[config.mk]
export PLATFORM = sky130hd
export DESIGN_NAME = sltm_div
export DESIGN_NICKNAME = d
export VERILOG_FILES = /design/src/rtl/sltm_pkg.sv /design/src/rtl/sltm_div.sv
export SDC_FILE = /design/constraint.sdc
export NUM_CORES = 1
export LEC_CHECK = 0
export BUFFER_PORTS_ARGS = -buffer_cell sky130_fd_sc_hd__buf_2
export CAP_MARGIN = 40
export CORE_AREA = 2 2 69 71
export DETAILED_ROUTE_END_ITERATION = 10
export DIE_AREA = 0 0 71 73
export GPL_ROUTABILITY_DRIVEN = 0
export PLACE_DENSITY_LB_ADDON = 0.15
export REMOVE_ABC_BUFFERS = 1
export SKIP_LAST_GASP = 1
export SYNTH_ARGS = -nofsm -noshare
export SYNTH_HDL_FRONTEND = slang
export SYNTH_SLANG_ARGS = --single-unit
[constraint.sdc]
create_clock -name clk -period 2.2 [get_ports clk]
set_clock_uncertainty 0.2 [all_clocks]
set_input_delay 0.44 -clock clk [delete_from_list [all_inputs] [get_ports clk]]
set_output_delay 0.44 -clock clk [all_outputs]
set_load 0.03 [all_outputs]
[src/rtl/sltm_pkg.sv]
// Shared types, codes and constants of the scrolling text LED matrix scan driver.
package sltm_pkg;

    localparam int MAX_MODULES_DEF = 8;
    localparam int TEXT_DEPTH_DEF  = 64;
    localparam int GLYPH_COUNT_DEF = 96;

    localparam int CHAR_PITCH      = 6;
    localparam int GLYPH_WIDTH     = 5;
    localparam int FIRST_CODE      = 32;
    localparam int COLS_PER_MODULE = 8;
    localparam int GLYPH_W         = 7;
    localparam int CFG_W           = 16;
    localparam int DIVIDEND_W      = 9;
    localparam int DIVISOR_W       = 7;
    localparam int PITCH_RECIP     = 171;
    localparam int PITCH_SHIFT     = 10;

    localparam logic [1:0] KIND_TICK = 2'd0;
    localparam logic [1:0] KIND_TEXT = 2'd1;
    localparam logic [1:0] KIND_FONT = 2'd2;

    localparam logic [1:0] CFG_MODULE_COUNT    = 2'd0;
    localparam logic [1:0] CFG_DISPLAY_COLUMNS = 2'd1;
    localparam logic [1:0] CFG_STEP_FRAMES     = 2'd2;
    localparam logic [1:0] CFG_TEXT_LENGTH     = 2'd3;

    localparam logic [3:0]  MODULE_COUNT_RST    = 4'd1;
    localparam logic [6:0]  DISPLAY_COLUMNS_RST = 7'd8;
    localparam logic [15:0] STEP_FRAMES_RST     = 16'd125;
    localparam logic [6:0]  TEXT_LENGTH_RST     = 7'd0;

    typedef struct packed {
        logic [1:0] kind;
        logic [8:0] address;
        logic [7:0] value;
    } item_t;

    typedef struct packed {
        logic [2:0] select_column;
        logic [7:0] shift_byte;
        logic       latch_after;
        logic       last;
    } word_t;

    typedef struct packed {
        logic                  start;
        logic [DIVIDEND_W-1:0] dividend;
        logic [DIVISOR_W-1:0]  divisor;
    } div_req_t;

    typedef struct packed {
        logic                  done;
        logic [DIVISOR_W-1:0]  remainder;
    } div_rsp_t;

endpackage

[src/rtl/sltm_div.sv]
// Restoring divider, one quotient bit per cycle, gives the character index for the render set-up.
module sltm_div
    import sltm_pkg::*;
(
    input  logic     clk,
    input  logic     rst_n,
    input  div_req_t req,
    output div_rsp_t rsp
);

    localparam logic [3:0] LAST_STEP = 4'(DIVIDEND_W - 1);

    logic                  busy_reg, busy_next;
    logic                  done_reg, done_next;
    logic [3:0]            step_reg, step_next;
    logic [DIVIDEND_W-1:0] quo_reg, quo_next;
    logic [DIVISOR_W-1:0]  rem_reg, rem_next;
    logic [DIVISOR_W-1:0]  dvs_reg, dvs_next;
    logic [DIVISOR_W:0]    trial;
    logic [DIVISOR_W:0]    diff;

    always_comb
    begin
        trial     = {rem_reg, quo_reg[DIVIDEND_W-1]};
        diff      = trial - {1'b0, dvs_reg};
        busy_next = busy_reg;
        done_next = 1'b0;
        step_next = step_reg;
        quo_next  = quo_reg;
        rem_next  = rem_reg;
        dvs_next  = dvs_reg;
        if (req.start)
        begin
            busy_next = 1'b1;
            step_next = '0;
            quo_next  = req.dividend;
            rem_next  = '0;
            dvs_next  = req.divisor;
        end
        else if (busy_reg)
        begin
            if (trial >= {1'b0, dvs_reg})
            begin
                rem_next = diff[DIVISOR_W-1:0];
                quo_next = {quo_reg[DIVIDEND_W-2:0], 1'b1};
            end
            else
            begin
                rem_next = trial[DIVISOR_W-1:0];
                quo_next = {quo_reg[DIVIDEND_W-2:0], 1'b0};
            end
            step_next = step_reg + 4'd1;
            if (step_reg == LAST_STEP)
            begin
                busy_next = 1'b0;
                done_next = 1'b1;
            end
        end
    end

    always_ff @(posedge clk or negedge rst_n)
    begin
        if (!rst_n)
        begin
            busy_reg <= 1'b0;
            done_reg <= 1'b0;
            step_reg <= '0;
        end
        else
        begin
            busy_reg <= busy_next;
            done_reg <= done_next;
            step_reg <= step_next;
        end
    end

    always_ff @(posedge clk)
    begin
        quo_reg <= quo_next;
        rem_reg <= rem_next;
        dvs_reg <= dvs_next;
    end

    assign rsp.done      = done_reg;
    assign rsp.remainder = rem_reg;

endmodule

==> results.md <==
* Placed Cells at 233
* Postcts setup bufs at 0
* Largest net degree at the start of global routing at 38
* Synth Instances at 154
* DRC errors left at 0
* Antenna Cells at 0
* Type of the worst setup path: reg -> reg
* Port Buffers at 26
* Fin. max-slew vios at 0
* Worst endpoint data arrival time at 2.15 ns
* Site Rows at 25
* Clock sink total at 29
* Post-Layout Cell Count at 242
* Avg Vias per Cell at roughly 5.2
* Maximum vdd drop at 0.000452 V
* Chip height at 73 um
* Startpoint Class: flip-flop
* Ys flop type: edfxtp_1
* Slew HR at a little over half
* Async S/R FF share, synth at 20.7%
* Total design power at 2.00 mW
* Drt total wl at 3590 um
* Max stage delay cell, worst path: a211o_4
* Initial core utilization at roughly 37%
* #FFs+latches synth at 29
* Final Hold Fails at 0
* Final worst-path cycle share at a little under 100%
* Min Tclk post-route at 2.16 ns
* Via Count at approximately 1300
* DPL Wire Length at between 2000 and 3000 um
* Power Dens Cells at about 990 mW/mm^2
* CTS max path bufs at 2
* Die X-Extent at between 70 and 80 um
* Clk root buf: clkbuf_8
* WL per Instance at approximately 15 um
* Initial DRC count at 49
* Outcome: finished, final reports clean
* I/O Pins at 27
* Max reg flops at 9
* Placeable Area at 0.00454 sq mm
* Clk slew on worst S/H paths at roughly 0.060 ns
* TritonCTS Buffers at 5
* Post-synth EDFFs at 16
* Worst-margin pin slew at 0.693 ns
* Register area share after synthesis at 45.4%
* First-pass GRT wire length at between 5000 and 6000 um
* Top delay family on crit path: compound AO/OA/AOI/OAI gates
* CP max stage delay at about 0.37 ns
* Full die area at slightly above 0.005 sq mm
* Yosys warns at 0
* Leak pwr at 0.889 nW
* RSZ-0062 raised after global routing: true
* CP Data Required Time at between 2 and 2.5 ns
* Number of global-route vias before repair at ~1200
* F_max at 462 MHz
* Final Net Count at between 200 and 250
* Hold_ws at 0.131 ns
* Total congestion overflow at 0
* Clock H-tree levels at 2
* Hold Path Class: in -> reg
* Syn avg cell area at 11.0 sq um
* Layout cells sized above 1 at 32.4%
* Detail Route Antenna Nets at 0
* Critical Path, Cell by Cell: inv_1, ha_2, fa_2, nand2b_4, a211o_4, a311o_1, o311ai_1
* Initial antenna violation count at 0
* Worst setup EP type: flip-flop
* Buffers and inverters on the worst path at 1
* Initial DRT Pass Iterations at 4
* Final setup vio count at 0
* Total GRT Usage at ~15%
* Finished Core Util at 44.6%
* Number of max-cap violations at 0
* Distinct cells, synth at 50
* Area delta synth->final at 19.2%
* Maximum fanout along the worst path at 7
* R2R setup slack at 0.04 ns
* Worst skew pair latency at about 0.28 ns
* Mapped Area at roughly 0.0017 sq mm
* CTS tree: built
-- synth_stat cells (all sizes together) (4+ instances only) --
cell,count,area share (%)
a211oi,5,2.5
buf,5,1.5
dfrtp,6,8.8
dfxtp,7,8.3
edfxtp,16,28
ha,9,6.6
inv,12,2.7
mux2,9,6.0
nand2,7,1.5
nand2b,4,1.6
nor2,12,2.7
nor3b,7,3.1
-- cells by family after synthesis --
group	Yosys count	share of synthesized area (%)
fa+ha+maj	10	7.81
xor+xnor	5	2.58
simple gates	51	17.9
buf+inv	20	4.94
flops	29	45.4
compound gates	29	14.8
mux	10	6.56
-- report_power, final --
part           internal, mW  switching, mW
sequential            0.664         0.0548
combinational         0.359          0.470
clock                 0.255          0.198
-- worst paths after layout --
| kind | cells after the start | startpoint | endpoint |
|---|---|---|---|
| max | 7 | quo_reg[8]$_DFFE_PP_ | rem_reg[0]$_SDFFE_PP0P_ |
| min | 1 | req[2] | dvs_reg[2]$_DFFE_PP_ |
| max reg2reg | 7 | quo_reg[8]$_DFFE_PP_ | rem_reg[0]$_SDFFE_PP0P_ |
| min reg2reg | 2 | step_reg[3]$_DFFE_PN0P_ | step_reg[3]$_DFFE_PN0P_ |
| max in group asynchronous | 2 | rst_n | step_reg[0]$_DFFE_PN0P_ |
| min in group asynchronous | 2 | rst_n | step_reg[3]$_DFFE_PN0P_ |
-- routing by layer --
layer | wire length, um | part of all wire (%) | global-route usage, % | vias up
met1 | 1630 | 45 | 18.1 | 606
met5 | 0 | 0 | 0 | -
met4 | 62 | 1.7 | 6.29 | 0
met2 | 1760 | 49 | 25.1 | 22
li1 | - | - | - | 636
met3 | 135 | 3.8 | 3.45 | 6
-- what timing repair did --
action	CTS	global route
gates resized for setup	3	1
hold endpoints to repair	6	0
pin swaps	1	3
hold buffers	1	0
cloned	0	0
setup endpoints to repair	7	7
-- layout by cell type (no fill, tap or decap), types with 2 or more instances in the layout --
| master | synthesis | final |
|---|---|---|
| nor3b_1 | 7 | 7 |
| clkbuf_8 | 0 | 6 |
| o21ai_0 | 2 | 2 |
| nand2b_1 | 3 | 2 |
| nor2b_1 | 3 | 3 |
| a41o_1 | 2 | 2 |
| nand2_1 | 7 | 7 |
| or3b_2 | 2 | 2 |
| mux2_2 | 9 | 9 |
| a31o_1 | 2 | 2 |
| or2_2 | 2 | 2 |
| buf_4 | 1 | 7 |
| inv_1 | 12 | 12 |
| nand3_2 | 2 | 2 |
| a311o_1 | 2 | 2 |
| a21o_1 | 2 | 2 |
| a41oi_1 | 2 | 2 |
| nor2_1 | 12 | 11 |
| nand3b_1 | 3 | 3 |
| xor2_1 | 3 | 3 |
| dfrtp_1 | 6 | 6 |
| buf_2 | 3 | 26 |
| a211oi_1 | 4 | 4 |
| ha_1 | 9 | 8 |
| xnor2_1 | 2 | 2 |
| edfxtp_1 | 16 | 16 |
| nand4_1 | 2 | 2 |
| dfxtp_1 | 7 | 7 |
| o311ai_1 | 3 | 3 |
| o31ai_1 | 2 | 2 |
| clkbuf_1 | 2 | 2 |
-- metrics by stage --
| step | cell area (sq um) | setup TNS, ns | worst slack [ns] |
|---|---|---|---|
| after floorplan | 1660 | -0.641 | -0.162 |
| after global placement | 1910 | -0.120 | -0.0456 |
| after detailed placement | 1910 | -0.385 | -0.111 |
| after CTS | 2020 | 0 | 0.0211 |
| after global routing | 2020 | -0.0774 | -0.0374 |
| final | 2020 | 0 | 0.0354 |
-- cell type report --
cell class                      count  area (sq um)
Clock buffer                        8          90.1
Inverter                           12          45.0
Sequential cell                    29           771
Timing Repair Buffer               34           193
Tap cell                           54          67.6
Fill cell                         437          2510
Multi-Input combinational cell    105           858
Note: power is estimated with default switching activity, not from simulation.
