==> config.mk <==
export PLATFORM = sky130hd
export DESIGN_NAME = sltm_ram
export DESIGN_NICKNAME = d
export VERILOG_FILES = /design/src/rtl/sltm_ram.sv
export SDC_FILE = /design/constraint.sdc
export NUM_CORES = 1
export LEC_CHECK = 0
export BUFFER_PORTS_ARGS = -buffer_cell sky130_fd_sc_hd__buf_4
export CAP_MARGIN = 20
export CORE_MARGIN = 5
export CORE_UTILIZATION = 30
export CTS_CLUSTER_DIAMETER = 40
export DETAILED_ROUTE_END_ITERATION = 10
export REMOVE_ABC_BUFFERS = 1
export SETUP_SLACK_MARGIN = 0.3
export SLEW_MARGIN = 15
export SYNTH_ARGS = -nofsm -noshare
export SYNTH_HDL_FRONTEND = slang
export SYNTH_SLANG_ARGS = --single-unit
export TNS_END_PERCENT = 50
==> constraint.sdc <==
create_clock -name clk -period 5.3 [get_ports clk]
set_input_delay 0.53 -clock clk [delete_from_list [all_inputs] [get_ports clk]]
set_output_delay 0.53 -clock clk [all_outputs]
set_load 0.1 [all_outputs]
==> src/rtl/sltm_ram.sv <==
// Generic single-write, single-read RAM with registered read data.
module sltm_ram #(
    parameter int WIDTH = 8,
    parameter int DEPTH = 64,
    parameter int AW    = (DEPTH > 1) ? $clog2(DEPTH) : 1
) (
    input  logic             clk,
    input  logic             we,
    input  logic [AW-1:0]    waddr,
    input  logic [WIDTH-1:0] wdata,
    input  logic [AW-1:0]    raddr,
    output logic [WIDTH-1:0] rdata
);

    logic [WIDTH-1:0] mem [DEPTH];
    logic [WIDTH-1:0] rdata_reg;

    always_ff @(posedge clk)
    begin
        if (we)
        begin
            mem[waddr] <= wdata;
        end
        rdata_reg <= mem[raddr];
    end

    assign rdata = rdata_reg;

endmodule

==> flow_summary.json, run 1 <==
{
  "worstSetupEndpointType": "flop",
  "cpMaxStageDelayCell": "buf_4",
  "die_area_um2": 72500,
  "antenna_cells": 0,
  "root_buffer": "clkbuf_16",
  "final.setup.tns_ps": 0,
  "path_max_fanout": 65,
  "post_cts_buffers": 0,
  "clock-sinks": 520,
  "grt_pass1_wl_mm": 67.5,
  "peakVddDrop_v": 0.000185,
  "hold_viol": 0,
  "grt_use_total_pct": 12.3,
  "r2r_cells": 4,
  "ys_ff_latch": 520,
  "synth_top_area_cell": "edfxtp_1",
  "path_clk_slew_ps": 50,
  "routedWlPerCell_um": 23.8,
  "yosys.cell_count.top_type": "edfxtp_1",
  "fmax_mhz": 368,
  "drtPass1Iterations": 7,
  "drv_slew": 0,
  "die_h_um": 269,
  "io_buffer_count": 29,
  "synthTopCellsByCount": "edfxtp_1 (512), mux4_2 (126), nor2_1 (83)",
  "start_util_pct": 30.1,
  "start_kind": "input port",
  "skew_ps": 13.7,
  "area_growth_pct": 16.0,
  "postRouteWirelength_mm": 45.7,
  "cts-resized-gates": 0,
  "rsz0062_at_grt": "false",
  "hold_depth": 3,
  "cts_tree": "done",
  "ys_warn_count": 0,
  "total_leakage_power_nw": 7.18,
  "p_per_area_nw_per_um2": 401,
  "overflow": 0,
  "slew_headroom_pct": 27.9,
  "status": "completed",
  "globalplace.congestion": 0.777,
  "fin_cells": 1916,
  "post-place-ws_ps": 1940,
  "drc": 0,
  "cap_violations": 0,
  "cts-buffers-inserted": 66,
  "synth_cell_type_count": 40,
  "dp_cells": 1798,
  "ys_seq_area_share_pct": 77.0,
  "path_depth": 7,
  "netlist_area_um2": 20200,
  "setup_slack_ps": 2580,
  "pin_count": 30,
  "critPathArrivalTime_ps": 3140,
  "hold_path.class": "input port to flop",
  "synthArstFlopShare_pct": 0,
  "cp_num_buf_inv": 2,
  "grt_pass1_vias": 10000,
  "clk_latency_ps": 570,
  "fin_crit_ps": 2720,
  "antenna_found_initial": 0,
  "cp_cell_sequence": "buf_4, buf_4, mux4_2, mux4_2, nor2_1, nor3_1, o2bb2ai_1",
  "drive_above_1_share_pct": 26.7,
  "die_w_um": 269,
  "ctsHoldBuffers": 0,
  "design_area_um2": 23400,
  "drtIter0Drc": 1082,
  "fin_nets": 1015,
  "grt_max_degree": 66,
  "cts_htree_levels": 3,
  "required_ps": 5720,
  "dpl_cell_area_um2": 21200,
  "yosys_most_used_dff": "edfxtp_1",
  "max_slew.worst_pin.slew_ps": 1080,
  "worstSetupPathType": "input port to flop",
  "synth.top_cells.by_area": "edfxtp_1 (76%), mux4_2 (14%), nor2_1 (1.5%)",
  "cp_slowest_stage_delay_ps": 770,
  "setup_viol": 0,
  "rows": 95,
  "core_area_um2": 66900,
  "period_share_pct": 51.2,
  "path_delay_family": "buffers and inverters",
  "largest_reg_flops": 512,
  "synth_top_area_share_pct": 76.2,
  "synth.avg_cell_area_um2": 21.5,
  "ant_nets": 0,
  "synth_edf_count": 512,
  "cts.path.max_buffers": 3,
  "route.vias.total": 9560,
  "vias_per_cell": 4.99,
  "hpwl_mm": 27.2,
  "synthCells": 940
}
==> power breakdown <==
group          internal [mW]  switching, mW
Combinational          0.157          0.315
Clock                   2.66           1.69
Sequential              4.55         0.0174
==> placed cells by master, fill, tap and decap left out, types with 4 or more instances in the layout <==
| cell | instances |
|---|---|
| dfxtp_1 | 8 |
| mux2_2 | 13 |
| clkinv_1 | 6 |
| nand3_1 | 13 |
| nor3_1 | 7 |
| mux2i_1 | 23 |
| clkbuf_16 | 71 |
| nor2b_1 | 14 |
| nor2_1 | 83 |
| a221oi_1 | 6 |
| clkbuf_1 | 10 |
| o221ai_1 | 8 |
| nand2b_1 | 7 |
| clkinvlp_4 | 4 |
| a211oi_1 | 4 |
| bufinv_16 | 4 |
| mux4_2 | 126 |
| buf_4 | 34 |
| clkinv_2 | 8 |
| edfxtp_1 | 512 |
| clkinv_4 | 6 |
| o22ai_1 | 8 |
| inv_6 | 8 |
| nand2_1 | 19 |
==> cell families after synthesis <==
kind of cell,share of synthesized area [%]
flops,77.0
mux,15.9
compound gates,2.07
buf+inv,1.57
simple gates,3.39
==> final timing paths <==
kind                             start                to  slack [ps]
setup / recovery              raddr[1]  rdata[0]$_DFF_P_        2580
hold reg to reg   mem[26][6]$_DFFE_PP_  rdata[6]$_DFF_P_         850
hold / removal                raddr[5]  rdata[1]$_DFF_P_         380
setup reg to reg  mem[47][0]$_DFFE_PP_  rdata[0]$_DFF_P_        3270
==> stage by stage <==
| step | power [mW] | hold WS (ps) | utilization (%) |
|---|---|---|---|
| after floorplan | 4.88 | 629 | - |
| after global routing | 9.67 | 371 | 35.0 |
| after CTS | 9.48 | 342 | 35.0 |
| after global placement | 5.13 | 806 | 31.7 |
| final | 9.39 | 378 | 35.0 |
| after detailed placement | 5.14 | 814 | 31.7 |
==> worst register-to-register path: stages, from the launching register on <==
cell and delay (ps):
edfxtp_1 350, mux4_2 500, mux2_2 290, a221oi_1 590
o2bb2ai_1 160
==> layer usage <==
| metal | vias up | wire length (um) | global-route usage (%) |
|---|---|---|---|
| li1 | 4050 | - | - |
| met1 | 5051 | 19800 | 17.4 |
| met2 | 383 | 20900 | 18.7 |
| met3 | 76 | 3870 | 3.46 |
| met4 | 0 | 1100 | 3.75 |
| met5 | - | 0 | 0 |
==> final cells by class <==
cell class / instances / area (um2)
Fill cell: 6130 / 43500
Tap cell: 873 / 1090
Timing Repair Buffer: 36 / 289
Clock inverter: 37 / 347
Sequential cell: 520 / 15500
Clock buffer: 81 / 1810
Multi-Input combinational cell: 369 / 4320
Note: power is estimated with default switching activity, not from simulation.
==> inputs of run 2 (changes only) <==
- clock period: 5.3 -> 2.55 ns (I/O delays scaled with it)
==> run 2 against run 1 <==
Via count increased by 4.5%. First-iteration DRC count decreased by 7.3%. Count of clock-buffer cells in the layout increased by 2. Flip-flop and latch count unchanged. Non-clock buffer count increased by 95. Sequential share of layout area decreased by 2.7 points. Utilization increased by 1.5 points. Final area increased by 4.3%. Power increased by 110%. Combinational power increased by 120%. Clock skew increased by 9.5 ps. Hold slack got worse by 260 ps. Critical endpoint is now rdata[4]$_DFF_P_.
==> flow_summary.json, run 2 (same netlist as run 1, synthesis figures left out) <==
{
  "p_total_mw": 20.1,
  "antenna_found_initial": 0,
  "post-place-ws_ps": -126,
  "period_share_pct": 80.4,
  "grt_pass1_vias": 10300,
  "skew_ps": 23.2,
  "die_area_um2": 72500,
  "dpl_cell_area_um2": 22100,
  "cpMaxStageDelayCell": "mux4_2",
  "setup_slack_ps": 499,
  "pin_count": 30,
  "root_buffer": "clkbuf_16",
  "fin_nets": 1115,
  "hpwl_mm": 29.1,
  "cts.path.max_buffers": 3,
  "post_cts_buffers": 0,
  "cts_htree_levels": 3,
  "globalplace.congestion": 0.790,
  "hold_path.class": "input port to flop",
  "worstSetupEndpointType": "flop",
  "final_core_util_pct": 36.5,
  "start_util_pct": 30.1,
  "vias_per_cell": 4.93,
  "p_per_area_nw_per_um2": 822,
  "slew_headroom_pct": 48.6,
  "cap_violations": 0,
  "rsz0062_at_grt": "false",
  "final.setup.tns_ps": 0,
  "fin_crit_ps": 2050,
  "antenna_cells": 0,
  "die_h_um": 269,
  "required_ps": 3000,
  "area_growth_pct": 21.0,
  "rows": 95,
  "path_clk_slew_ps": 60,
  "peakVddDrop_v": 0.000433,
  "hold_ws_ps": 116,
  "grt_use_total_pct": 12.9,
  "path_max_fanout": 1,
  "setup_viol": 0,
  "clock-sinks": 520,
  "path_delay_family": "multiplexers",
  "core_area_um2": 66900,
  "fin_cells": 2025,
  "max_slew.worst_pin.slew_ps": 771,
  "status": "completed",
  "total_leakage_power_nw": 7.81,
  "routedWlPerCell_um": 23.3,
  "n_fill_cell": 6043,
  "drtPass1Iterations": 5,
  "drtIter0Drc": 1003,
  "final_cell_mix": "edfxtp_1 (512), mux4_2 (126), buf_4 (120)",
  "overflow": 0,
  "layout_commonest_cell": "edfxtp_1",
  "worstSetupPathType": "flop to flop",
  "dp_cells": 1893,
  "drc": 0,
  "cts_tree": "done",
  "clk_latency_ps": 590,
  "io_buffer_count": 29,
  "cp_slowest_stage_delay_ps": 480,
  "design_area_um2": 24400,
  "cts-buffers-inserted": 71,
  "drive_above_1_share_pct": 33.9,
  "cp_cell_sequence": "mux4_2, mux2_2, o221a_2, nor3_2, o32ai_1",
  "start_kind": "flop",
  "die_w_um": 269,
  "grt_max_degree": 65,
  "ant_nets": 0,
  "critPathArrivalTime_ps": 2500,
  "fmax_mhz": 488,
  "largest_reg_flops": 512,
  "cp_num_buf_inv": 0,
  "drv_slew": 0,
  "postRouteWirelength_mm": 47.2,
  "route.vias.total": 9987,
  "grt_pass1_wl_mm": 70.7,
  "hold_viol": 0
}
run 2: changes by cell type in the layout (fill, tap and decap cells not counted), sizes merged:
cell,change
clkinv,+6
clkbuf,+2
inv,+6
buf,+95
run 2: layer usage:
| metal | wire [um] | share of wire (%) | global-route usage (%) |
|---|---|---|---|
| met5 | 0 | 0 | 0 |
| met4 | 821 | 1.7 | 3.18 |
| met3 | 3320 | 7.0 | 2.43 |
| met2 | 22400 | 47 | 20.6 |
| met1 | 20700 | 44 | 18.6 |
run 2: worst paths after layout:
path                            slack (ps)                  from  cells past startpoint               end
worst max-delay path                   500  mem[29][4]$_DFFE_PP_                      5  rdata[4]$_DFF_P_
worst min-delay path                   120              raddr[5]                      3  rdata[6]$_DFF_P_
worst max register to register         500  mem[29][4]$_DFFE_PP_                      5  rdata[4]$_DFF_P_
worst min register to register         850  mem[30][6]$_DFFE_PP_                      3  rdata[6]$_DFF_P_
run 2: layout make-up:
cell class              count  area [um2]  area share [%]
flip-flops and latches    520       15500            63.7
multi-input cells         369        4330            17.7
clock buffers              83        1850            7.59
repair buffers            131        1110            4.57
well taps                 873        1090            4.48
clock inverters            49         479            1.96
run 2: worst reg2reg max path: cells and delay by family, from the launching register on:
family,cells,cell delay [ps]
DFF,1,350
and+or+nand+nor,1,360
muxes,2,780
AOI/OAI and AO/OA,2,440
run 2: timing repair:
action                     4_1_cts  5_1_grt
setup endpoints to repair        1        1
gates resized for setup          1        1
hold buffers                     0        0
run 2: power breakdown:
| group | internal, mW | switching (mW) | leakage, nW | total [mW] |
|---|---|---|---|---|
| combinational | 0.378 | 0.675 | 2.00 | 1.05 |
| sequential | 9.47 | 0.0360 | 4.67 | 9.50 |
| clock | 5.74 | 3.76 | 1.13 | 9.50 |
